`src/sv/efd_pkg.sv`:
```
// Shared constants and types for the escaped frame decoder.
`timescale 1ns / 1ps

package efd_pkg;

  localparam logic [7:0] BYTE_START = 8'h80;
  localparam logic [7:0] BYTE_END   = 8'h81;
  localparam logic [7:0] BYTE_ESC   = 8'h1B;
  localparam logic [7:0] ESC_START  = 8'hE7;
  localparam logic [7:0] ESC_END    = 8'hE8;
  localparam logic [7:0] ESC_ESC    = 8'h00;
  localparam logic [7:0] CHECK_MASK = 8'h7F;

  localparam logic [2:0] KIND_DATA   = 3'd0;
  localparam logic [2:0] KIND_GOOD   = 3'd1;
  localparam logic [2:0] KIND_BADSUM = 3'd2;
  localparam logic [2:0] KIND_BADESC = 3'd3;
  localparam logic [2:0] KIND_EMPTY  = 3'd4;
  localparam logic [2:0] KIND_ABORT  = 3'd5;

  typedef struct packed {
    logic       in_frame;
    logic       esc_pending;
    logic       held_valid;
    logic [7:0] held_byte;
    logic [7:0] running_xor;
  } efd_state_t;

  typedef struct packed {
    logic       vld;
    logic [7:0] data;
    logic [2:0] kind;
  } efd_result_t;

endpackage

```
`src/sv/efd_decode.sv`:
```
// Per-byte deframing step: next frame state and the word it releases, if any.
`timescale 1ns / 1ps

module efd_decode (
  input  efd_pkg::efd_state_t  state_i,
  input  logic [7:0]           byte_i,
  output efd_pkg::efd_state_t  state_o,
  output efd_pkg::efd_result_t res_o
);
  import efd_pkg::*;

  efd_state_t cleared;
  logic [7:0] unesc;
  logic       unesc_ok;
  logic       push;
  logic [7:0] push_byte;

  always_comb begin
    cleared = '0;
    unesc_ok = 1'b1;
    case (byte_i)
      ESC_START: unesc = BYTE_START;
      ESC_END:   unesc = BYTE_END;
      ESC_ESC:   unesc = BYTE_ESC;
      default: begin
        unesc    = 8'h00;
        unesc_ok = 1'b0;
      end
    endcase
  end

  always_comb begin
    state_o   = state_i;
    res_o     = '0;
    push      = 1'b0;
    push_byte = byte_i;

    if (!state_i.in_frame) begin
      if (byte_i == BYTE_START) begin
        state_o          = cleared;
        state_o.in_frame = 1'b1;
      end
    end else if (byte_i == BYTE_START) begin
      // A fresh start inside a frame aborts it and opens the next one.
      state_o          = cleared;
      state_o.in_frame = 1'b1;
      res_o.vld        = 1'b1;
      res_o.kind       = KIND_ABORT;
    end else if (state_i.esc_pending) begin
      if (unesc_ok) begin
        push      = 1'b1;
        push_byte = unesc;
      end else begin
        state_o    = cleared;
        res_o.vld  = 1'b1;
        res_o.kind = KIND_BADESC;
      end
    end else if (byte_i == BYTE_END) begin
      state_o   = cleared;
      res_o.vld = 1'b1;
      if (!state_i.held_valid) begin
        res_o.kind = KIND_EMPTY;
      end else if (state_i.held_byte == (state_i.running_xor & CHECK_MASK)) begin
        res_o.kind = KIND_GOOD;
      end else begin
        res_o.kind = KIND_BADSUM;
      end
    end else if (byte_i == BYTE_ESC) begin
      state_o.esc_pending = 1'b1;
    end else begin
      push = 1'b1;
    end

    // The held byte is released as data once a newer decoded byte replaces it.
    if (push) begin
      state_o.esc_pending = 1'b0;
      state_o.held_valid  = 1'b1;
      state_o.held_byte   = push_byte;
      if (state_i.held_valid) begin
        state_o.running_xor = state_i.running_xor ^ state_i.held_byte;
        res_o.vld           = 1'b1;
        res_o.data          = state_i.held_byte;
        res_o.kind          = KIND_DATA;
      end
    end
  end

endmodule

```
`src/sv/escaped_frame_decoder_xor_check.sv`:
```
// Top level of the escaped frame decoder with XOR check byte.
//
// Input channel: one raw line byte per word on in_byte, taken when in_valid
// is high and in_stall is low. Result channel: out_byte and out_kind, taken
// when out_valid is high and out_stall is low. Each input word yields at most
// one result word: a decoded data byte (kind 0) or a frame status (kinds 1 to
// 5, with out_byte zero). The final decoded byte of a frame is the check byte
// and never appears as data.
// An accepted word is loaded into the input register; its decode result is then
// written into the result register, which drives out_valid, once that register
// is free. One word is accepted every cycle while the result side keeps taking
// words.
// When out_stall holds a result, the input register is held too and in_stall
// rises once it is full; the result payload stays stable while stalled.
// Synchronous reset (rst_n low) empties both registers, leaves the decoder
// outside any frame, and holds in_stall high for its duration.
`timescale 1ns / 1ps

module escaped_frame_decoder_xor_check (
  input  logic       clk,
  input  logic       rst_n,
  input  logic       in_valid,
  output logic       in_stall,
  input  logic [7:0] in_byte,
  output logic       out_valid,
  input  logic       out_stall,
  output logic [7:0] out_byte,
  output logic [2:0] out_kind
);
  import efd_pkg::*;

  logic        in_vld_r, in_vld_nxt;
  logic [7:0]  in_byte_r;
  efd_state_t  state_r, state_nxt, step_state;
  efd_result_t step_res;
  logic        out_vld_r, out_vld_nxt;
  logic [7:0]  out_byte_r;
  logic [2:0]  out_kind_r;
  logic        advance;
  logic        in_take;

  efd_decode u_decode (
    .state_i (state_r),
    .byte_i  (in_byte_r),
    .state_o (step_state),
    .res_o   (step_res)
  );

  // The input register moves on whenever the result register is free.
  assign advance  = !out_vld_r || !out_stall;
  assign in_stall = !rst_n || (in_vld_r && !advance);
  assign in_take  = in_valid && !in_stall;

  always_comb begin
    in_vld_nxt  = in_vld_r;
    state_nxt   = state_r;
    out_vld_nxt = out_vld_r;
    if (advance) begin
      out_vld_nxt = in_vld_r && step_res.vld;
      in_vld_nxt  = 1'b0;
      if (in_vld_r) begin
        state_nxt = step_state;
      end
    end
    if (in_take) begin
      in_vld_nxt = 1'b1;
    end
  end

  always_ff @(posedge clk) begin
    if (!rst_n) begin
      in_vld_r  <= 1'b0;
      out_vld_r <= 1'b0;
      state_r   <= '0;
    end else begin
      in_vld_r  <= in_vld_nxt;
      out_vld_r <= out_vld_nxt;
      state_r   <= state_nxt;
    end
  end

  always_ff @(posedge clk) begin
    if (in_take) begin
      in_byte_r <= in_byte;
    end
    if (advance) begin
      out_byte_r <= step_res.data;
      out_kind_r <= step_res.kind;
    end
  end

  assign out_valid = out_vld_r;
  assign out_byte  = out_byte_r;
  assign out_kind  = out_kind_r;

endmodule

```
`config.mk`:
```
export PLATFORM = sky130hd
export DESIGN_NAME = escaped_frame_decoder_xor_check
export DESIGN_NICKNAME = d
export VERILOG_FILES = /design/src/sv/efd_pkg.sv /design/src/sv/efd_decode.sv /design/src/sv/escaped_frame_decoder_xor_check.sv
export SDC_FILE = /design/constraint.sdc
export NUM_CORES = 1
export LEC_CHECK = 0
export BUFFER_PORTS_ARGS = -buffer_cell sky130_fd_sc_hd__buf_2
export CAP_MARGIN = 20
export CORE_MARGIN = 1.5
export CORE_UTILIZATION = 55
export DETAILED_ROUTE_END_ITERATION = 6
export MAX_ROUTING_LAYER = met4
export PLACE_DENSITY = 0.77
export SYNTH_ARGS = -nofsm -noshare
export SYNTH_HDL_FRONTEND = slang
export SYNTH_HIERARCHICAL = 1
export SYNTH_SLANG_ARGS = --single-unit
export TNS_END_PERCENT = 1
```
`constraint.sdc`:
```
create_clock -name clk -period 4.5 [get_ports clk]
set_clock_uncertainty 0.05 [all_clocks]
set_input_delay 0.45 -clock clk [delete_from_list [all_inputs] [get_ports clk]]
set_output_delay 0.45 -clock clk [all_outputs]
set_load 0.05 [all_outputs]
```
---- Word level (Yosys, flattened, before mapping) ----
Index checks and enable logic that the tools add are counted.
operators by class
  bitwise operators ....................... 1
  multiplexer cells ....................... 39
  equality and inequality tests ........... 7
  reductions and logical operators ........ 19
operators with widths
  operator              count
  $mux W19              5
  $mux W8               5
  $eq A8 B8 Y1 const B  4
  $mux W12              2
  $pmux W8 S3           1
  $mux W18              1
  $mux W1               17
  $mux W17              1
  $mux W3               5
  $eq A8 B5 Y1 const B  1
  $eq A8 B7 Y1          1
  $logic_not A8 Y1      1
  $xor A8 B8 Y8         1
  $logic_not A1 Y1      5
  $reduce_and A5 Y1     1
  $mux W2               2
  $ne A4 B4 Y1 const B  1
  $reduce_and A2 Y1     2
  $reduce_bool A4 Y1    1
  $logic_and A1 B1 Y1   3
  $reduce_and A3 Y1     1
  $reduce_bool A3 Y1    1
  $reduce_or A3 Y1      1
  $logic_or A1 B1 Y1    2
  $reduce_bool A2 Y1    1
storage, ports and cells
  output and inout port bits .............. 13
  bits in registers ....................... 40
  input port bits ......................... 12

---- Longest topological paths before layout ----
Gate-level depths: netlist of run 1.
  word-level depth ........................ 10
  mapped depth ............................ 10

---- By module ----
Netlist of run 1, hierarchy kept.
modules (own cells, without submodules)
  module                           seq. area each (um^2)  cells an instance  times used  area each (um^2)
  escaped_frame_decoder_xor_check  991.0                  113                1           1,432.6
  efd_decode                       0.0                    124                1           843.3

---- Least setup slack after synthesis of run 1 ----
Ideal clock, no wire load.
  path type ............................... flip-flop to flip-flop
  start ................................... register in_byte_r[2]
  end ..................................... register state_r[8] (netlist name)
  required time ........................... 4.378 ns
  data arrival time ....................... 2.224 ns
  cell stages (with the launch flop) ...... 10
  setup slack ............................. 2.155 ns
  cells stage by stage .................... edfxtp_1 or4b_1 a21o_1 a31o_1 buf_6 buf_6 a21o_4 a211oi_2 nand2_1 mux2i_1
RTL lines
  what                    line                                   text
  from (decl)             escaped_frame_decoder_xor_check.sv:33  logic [7:0] in_byte_r;
  from (signal assigned)  escaped_frame_decoder_xor_check.sv:84  in_byte_r <= in_byte;
  to (signal assigned)    escaped_frame_decoder_xor_check.sv:78  state_r <= state_nxt;
  to (decl)               escaped_frame_decoder_xor_check.sv:34  efd_state_t state_r, state_nxt, step_state;

==> results of run 1 <==
-- layer usage --
metal  share of wire  track usage  vias up
li1                -            -      874
met1            0.47        0.279      818
met2            0.48        0.354       44
met3           0.048       0.0716        6
met4          0.0090       0.0740        0
met5               0            -        -
-- report_power, final --
| part | leakage, nW | switching [mW] | internal (mW) | total, mW |
|---|---|---|---|---|
| Combinational | 0.504 | 0.0169 | 0.0113 | 0.0282 |
| Clock | 0.0422 | 0.116 | 0.109 | 0.224 |
| Sequential | 0.372 | 0.00512 | 0.374 | 0.379 |
-- worst max path at each step --
stage	start	endpoint	slack, ns	cells past startpoint
after floorplan	in_byte_r[2]$_DFFE_PP_	state_r[8]$_SDFFE_PN0P_	2.16	9
after global placement	in_byte_r[4]$_DFFE_PP_	state_r[5]$_SDFFE_PN0P_	1.61	7
after detailed placement	in_byte_r[4]$_DFFE_PP_	state_r[3]$_SDFFE_PN0P_	1.49	7
after CTS	in_byte_r[4]$_DFFE_PP_	state_r[6]$_SDFFE_PN0P_	1.49	7
after global routing	in_byte_r[4]$_DFFE_PP_	state_r[6]$_SDFFE_PN0P_	1.29	7
final	in_byte_r[4]$_DFFE_PP_	state_r[6]$_SDFFE_PN0P_	1.43	7
-- registers in the layout, summed over array words and instances, names as in the netlist --
| register | flops |
|---|---|
| state_r | 18 |
| in_byte_r | 8 |
| out_byte | 8 |
| out_kind | 3 |
| in_vld_r | 1 |
| out_valid | 1 |
-- worst reg2reg max path: stages (launching register included) --
cell and delay (ns):
edfxtp_1 0.45, or4b_4 0.60, nor4_4 0.35, a31o_1 0.59, nor2_1 0.36, a221o_1 0.39
nand2_1 0.06, mux2i_1 0.09
-- cell usage in the layout, fill, tap and decap left out, types with 4 or more instances in the layout --
cell      instances
o22ai_1           4
a21oi_1           5
clkbuf_8          5
o21ai_0          12
nor2_1            5
mux2i_1          19
nor2b_1           7
a221o_1           7
and2_1            7
xor2_1            7
nor4b_1           6
inv_1             6
dfxtp_1          20
edfxtp_1         19
nor4_1            6
buf_2            24
nand3_1           4
nand2_1          48
-- metrics by stage --
step | power [mW] | hold WS [ns]
floorplan | 0.410 | 0.384
global placement | 0.415 | 0.425
detailed placement | 0.416 | 0.442
CTS | 0.639 | 0.270
global route | 0.658 | 0.260
finish | 0.632 | 0.278
-- cell type report --
type | count | area, um2
clock inverters | 1 | 5.00
multi-input cells | 171 | 1120
flip-flops and latches | 39 | 971
well taps | 48 | 60.1
clock buffers | 7 | 76.3
repair buffers | 25 | 128
inverters | 6 | 22.5
fillers | 333 | 1390
==> flow_summary.ini, run 1 <==
[outcome]
status = completed

[placement]
postPlaceCellArea_um2 = 2300
portBuffers = 24
detailedPlace.worstSlack_ns = 1.49
place_inst = 289
place_congestion = 0.848
dpl.hpwl_um = 3020

[clock_tree]
clock_latency_ns = 0.30
htree_num_levels = 2
cts_hold_buf = 0
post_cts_buffers = 0
cts_buffer_depth = 2
cts-buffers-inserted = 5
cts.sinks = 39
cts.clk_slew.worst_paths_ns = 0.07
cts_root_buf = clkbuf_8
cts_resized = 0
cts_tree = done

[critical_path]
required_ns = 4.62
r2r-start = in_byte_r[4]$_DFFE_PP_
cpPeakStageDelay_ns = 0.60
critical_path_buf_inv_count = 0
path_max_fanout = 20
crit_type = reg2reg
rr_worst_depth = 7
crit_chain = or4b_4 > nor4_4 > a31o_1 > nor2_1 > a221o_1 > nand2_1 > mux2i_1
cp_slowest_cell = or4b_4
rrSetupSlack_ns = 1.43
cp-end-kind = register
r2r-end = state_r[6]$_SDFFE_PN0P_
arrival_ns = 3.19
cp_top_family = simple AND/OR/NAND/NOR gates
crit_path_start_kind = register

[pwr]
p_leak_nw = 0.918
vdd_drop_max_uv = 234
power_density_nw_per_um2 = 266

[floorplan]
fp.coreArea_um2 = 3770
die_w_um = 66.4
rows = 22
num_io_pins = 25
chipHeight_um = 66.4
initial_utilization = 0.587
fp.dieArea_um2 = 4410

[global_route]
antenna_found_initial = 0
grtUsageTotal = 0.226
grt_max_degree = 41
grt_overflow = 0
grt_pass1_vias = 1591
grt_pass1_wl_um = 7220

[run]
maxCapViolCount = 0

[final_layout]
nets = 260
final_area_um2 = 2380
layout.cells.non_filler = 297
drive_gt1_frac = 0.165
fin_util = 0.631
antenna_cells = 0
synthToLayoutAreaGrowth_pct = 7.46

[timing]
setup_ws_ns = 1.43
hold_viol = 0
drv_slew = 0
tns_ns = 0
finalCritPeriodShare = 0.683
fmax_mhz = 325
tightest_slew_ns = 0.713
rsz0062_at_grt = no
period_needed_ns = 3.07
slew_headroom = 0.523
setup_viol = 0

[yosys]
syn_nets = 242
synthesis.area_um2 = 2210
synth_area_per_cell_um2 = 9.62
synth_cells = 230
synth-warning-count = 6

[drt]
drt_iter0_drc = 112
wl_per_cell_um = 14.2
via_per_inst = 5.87
remaining_drc_errors = 0
drtPass1Iterations = 4
vias = 1742
drtAntennaViolNets = 0
routed_wl_um = 4220

[hold_path]
min_path_cells = 1
min_to = in_byte_r[3]$_DFFE_PP_
min_path_type = in2reg
min_from = in_byte[3]
No activity file was read; power rests on OpenSTA's default activity.
==> run 2: changes to the inputs <==
--- a/config.mk
+++ b/config.mk
@@ -8,7 +8,7 @@
 export BUFFER_PORTS_ARGS = -buffer_cell sky130_fd_sc_hd__buf_2
 export CAP_MARGIN = 20
 export CORE_MARGIN = 1.5
-export CORE_UTILIZATION = 55
+export CORE_UTILIZATION = 53
 export DETAILED_ROUTE_END_ITERATION = 6
 export MAX_ROUTING_LAYER = met4
 export PLACE_DENSITY = 0.77
==> constraint.sdc (replaced) <==
create_clock -name clk -period 2.6 [get_ports clk]
set_clock_uncertainty 0.05 [all_clocks]
set_input_delay 0.26 -clock clk [delete_from_list [all_inputs] [get_ports clk]]
set_output_delay 0.26 -clock clk [all_outputs]
set_load 0.05 [all_outputs]
==> flow_summary.ini, run 2 (synthesis results as in run 1) <==
[final_layout]
synthToLayoutAreaGrowth_pct = 13.2
layout_commonest_cell = nand2_1
final_cell_mix = nand2_1, buf_2, dfxtp_1
drive_gt1_frac = 0.211
seqCellArea_um2 = 971
largest_reg_flops = 18
final_area_um2 = 2500
nets = 272
multi_input_area_um2 = 1120
top_register = state_r
fillCellCount = 337
antenna_cells = 0

[clock_tree]
cts.clk_slew.worst_paths_ns = 0.08
cts.sinks = 39
cts_buffer_depth = 2
htree_num_levels = 2
cts_tree = done
cts-buffers-inserted = 5
cts_hold_buf = 0
cts_root_buf = clkbuf_8
clock_latency_ns = 0.30
cts_resized = 0
post_cts_buffers = 0

[placement]
portBuffers = 24
postPlaceCellArea_um2 = 2390
place_congestion = 0.901
dpl.hpwl_um = 3120

[timing]
setup_viol = 0
tns_ns = 0
hold_viol = 0
finalCritPeriodShare = 0.936
rsz0062_at_grt = no
fmax_mhz = 411
tightest_slew_ns = 0.504
period_needed_ns = 2.43
whs_ns = 0.0858
slew_headroom = 0.661
drv_slew = 0

[drt]
vias = 1775
via_per_inst = 5.71
drtAntennaViolNets = 0
routed_wl_um = 4540
remaining_drc_errors = 0
drtPass1Iterations = 4
wl_per_cell_um = 14.6
drt_iter0_drc = 135

[critical_path]
crit_path_start_kind = register
required_ns = 2.78
path_max_fanout = 10
cpPeakStageDelay_ns = 0.55
arrival_ns = 2.62
cp_slowest_cell = or4b_1
crit_type = reg2reg
crit_chain = or4b_1 > a21o_1 > a31o_1 > buf_4 > or2_4 > a211oi_2 > nand2_1 > mux2i_1
cp-end-kind = register

[pwr]
vdd_drop_max_uv = 417
p_leak_nw = 0.996
power_density_nw_per_um2 = 486

[floorplan]
num_io_pins = 25
fp.coreArea_um2 = 4000
fp.dieArea_um2 = 4570
rows = 23
initial_utilization = 0.553
die_w_um = 67.6
chipHeight_um = 67.6

[global_route]
antenna_found_initial = 0
grt_max_degree = 40
grt_overflow = 0
grt_pass1_wl_um = 7020
grtUsageTotal = 0.214
grt_pass1_vias = 1511

[run]
maxCapViolCount = 0

[hold_path]
min_path_type = in2reg

[outcome]
status = completed
[run 2: cell count changes in the layout (fill, tap and decap cells not counted)]
cell       delta
buf_4        +12
clkbuf_1      -2
bufinv_16     +1
clkinv_4      +1
or2_2         -1
or2_4         +1
[run 2: final cells by class]
cell class	instances	area share
clock inverters	3	0.0175
well taps	50	0.0250
repair buffers	37	0.0869
flip-flops and latches	39	0.388
clock buffers	5	0.0275
inverters	6	0.00899
multi-input cells	171	0.447
[run 2: worst paths after layout]
path	startpoint	to	slack, ns	cells after the start
worst max register to register	in_byte_r[2]$_DFFE_PP_	state_r[8]$_SDFFE_PN0P_	0.17	8
worst max-delay path	in_byte_r[2]$_DFFE_PP_	state_r[8]$_SDFFE_PN0P_	0.17	8
worst min register to register	in_vld_r$_SDFFE_PN0P_	out_valid$_SDFFE_PN0N_	0.44	2
worst min-delay path	in_byte[4]	in_byte_r[4]$_DFFE_PP_	0.09	1
[run 2: metal layers]
layer / global-route usage / share of wire / wire (um)
met4: 0.0969 / 0.019 / 85
met5: - / 0 / 0
met3: 0.0550 / 0.044 / 199
met2: 0.322 / 0.47 / 2140
met1: 0.271 / 0.47 / 2120
[run 2: metrics by stage]
stage / cells / total power [mW] / setup WS (ns) / utilization
floorplan: 230 / 0.709 / 0.257 / -
global placement: 303 / 0.724 / 0.162 / 0.597
detailed placement: 303 / 0.725 / 0.101 / 0.597
CTS: 311 / 1.23 / 0.0734 / 0.626
global route: 311 / 1.25 / 0.0709 / 0.626
finish: 311 / 1.22 / 0.166 / 0.626
[run 2: critical path: cells and delay by family, from the launching register on]
family                 cells  cell delay [ns]
AND/OR/NAND/NOR            3             0.91
buffers and inverters      1             0.18
multiplexers               1             0.13
AO/OA/AOI/OAI              3             0.72
flip-flops                 1             0.38
[run 2: where the power goes]
part | switching (mW) | total [mW] | internal [mW]
Combinational | 0.0344 | 0.0581 | 0.0237
Sequential | 0.00562 | 0.653 | 0.647
Clock | 0.221 | 0.506 | 0.286
Total | 0.261 | 1.22 | 0.957
==> run 3: changes to the inputs <==
--- a/config.mk
+++ b/config.mk
@@ -7,11 +7,11 @@
 export LEC_CHECK = 0
 export BUFFER_PORTS_ARGS = -buffer_cell sky130_fd_sc_hd__buf_2
 export CAP_MARGIN = 20
-export CORE_MARGIN = 1.5
+export CORE_MARGIN = 5
 export CORE_UTILIZATION = 53
 export DETAILED_ROUTE_END_ITERATION = 6
 export MAX_ROUTING_LAYER = met4
-export PLACE_DENSITY = 0.77
+export PLACE_DENSITY = 0.76
 export SYNTH_ARGS = -nofsm -noshare
 export SYNTH_HDL_FRONTEND = slang
 export SYNTH_HIERARCHICAL = 1
==> flow_summary.ini, run 3 (synthesis results as in run 1) <==
[outcome]
status = completed

[drt]
remaining_drc_errors = 0
wl_per_cell_um = 14.3
drt_iter0_drc = 168
drtAntennaViolNets = 0
routed_wl_um = 4410
drtPass1Iterations = 4
via_per_inst = 5.84
vias = 1806

[final_layout]
nets = 270
final_cell_mix = nand2_1, buf_2, dfxtp_1
fin_util = 0.613
layout_commonest_cell = nand2_1
antenna_cells = 0
synthToLayoutAreaGrowth_pct = 11.6
final_area_um2 = 2470
layout.cells.non_filler = 309
largest_reg_flops = 18
drive_gt1_frac = 0.197
top_register = state_r

[clock_tree]
cts-buffers-inserted = 5
cts_hold_buf = 0
cts_tree = done
cts.clk_slew.worst_paths_ns = 0.07
clock_latency_ns = 0.29
cts_buffer_depth = 2
cts_root_buf = clkbuf_8
htree_num_levels = 2
cts.sinks = 39

[floorplan]
fp.dieArea_um2 = 5570
initial_utilization = 0.549
num_io_pins = 25
chipHeight_um = 74.6
die_w_um = 74.6
rows = 23
fp.coreArea_um2 = 4030

[critical_path]
cp-end-kind = register
cp_slowest_cell = or4_1
crit_path_start_kind = register
cpPeakStageDelay_ns = 0.52
crit_chain = buf_4 > or4_1 > or2_1 > nand4_1 > nor2_1 > buf_4 > a221o_1 > nand2_1 > mux2i_1
crit_type = reg2reg
arrival_ns = 2.58
cpMostUsedCell = buf_4
required_ns = 2.72
path_max_fanout = 14

[pwr]
vdd_drop_max_uv = 255
power_density_nw_per_um2 = 445
p_leak_nw = 0.973

[placement]
place_inst = 301
postPlaceCellArea_um2 = 2390
dpl.hpwl_um = 3130
place_congestion = 0.895
portBuffers = 24

[global_route]
grt_max_degree = 37
antenna_found_initial = 0
grt_pass1_wl_um = 7570
grtUsageTotal = 0.184
grt_pass1_vias = 1604
grt_overflow = 0

[timing]
setup_viol = 0
period_needed_ns = 2.46
rsz0062_at_grt = no
hold_viol = 0
tns_ns = 0
drv_slew = 0
tightest_slew_ns = 0.567
slew_headroom = 0.621
finalCritPeriodShare = 0.946
fmax_mhz = 407

[hold_path]
min_path_type = in2reg

[run]
maxCapViolCount = 0
==> run 3: cell count changes in the layout (fill, tap and decap cells not counted), sizes merged <==
cell,delta
buf,-2
clkbuf,+2
bufinv,-1
clkinv,-1
==> run 3: timing repair <==
action,CTS,global route
endpoints found under the setup margin,0,7
buffers inserted,0,0
resized for setup,0,3
==> run 3: where the power goes <==
| group | internal (mW) | switching [mW] |
|---|---|---|
| Clock | 0.188 | 0.200 |
| Sequential | 0.648 | 0.00551 |
| Combinational | 0.0237 | 0.0341 |
==> run 3: final timing paths <==
path              slack [ns]  cells after the start                      end              startpoint
hold reg to reg         0.42                      2   out_valid$_SDFFE_PN0N_   in_vld_r$_SDFFE_PN0P_
hold / removal           0.1                      1   in_byte_r[1]$_DFFE_PP_              in_byte[1]
setup / recovery        0.14                      9  state_r[3]$_SDFFE_PN0P_  in_byte_r[3]$_DFFE_PP_
setup reg to reg        0.14                      9  state_r[3]$_SDFFE_PN0P_  in_byte_r[3]$_DFFE_PP_
==> run 3: routing by layer <==
metal | global-route usage | routed length [um] | up-vias
li1 | - | - | 890
met1 | 0.242 | 2060 | 850
met2 | 0.272 | 2000 | 58
met3 | 0.0441 | 267 | 8
met4 | 0.0751 | 85 | 0
met5 | - | 0 | -
==> run 3: area by class of cell <==
class | instances | area (um2)
Clock buffer | 7 | 76.3
Clock inverter | 1 | 5.00
Multi-Input combinational cell | 171 | 1120
Timing Repair Buffer | 35 | 215
Tap cell | 50 | 62.6
Inverter | 6 | 22.5
Fill cell | 364 | 1560
Sequential cell | 39 | 971
==> run 3: worst max-delay path, delay by kind of cell (launching register included) <==
| family | cells | cell delay [ns] |
|---|---|---|
| AND/OR/NAND/NOR | 5 | 1.08 |
| flip-flops | 1 | 0.44 |
| buffers and inverters | 2 | 0.37 |
| AO/OA/AOI/OAI | 1 | 0.32 |
| multiplexers | 1 | 0.06 |
==> run 3: metrics by stage <==
step / hold slack [ns] / power (mW) / setup slack [ns]
4_1_cts: 0.0891 / 1.11 / 0.0547
6_report: 0.0952 / 1.10 / 0.141
2_1_floorplan: 0.309 / 0.709 / 0.257
3_5_place_dp: 0.388 / 0.724 / 0.0766
3_3_place_gp: 0.386 / 0.723 / 0.140
5_1_grt: 0.0814 / 1.15 / 0.00750
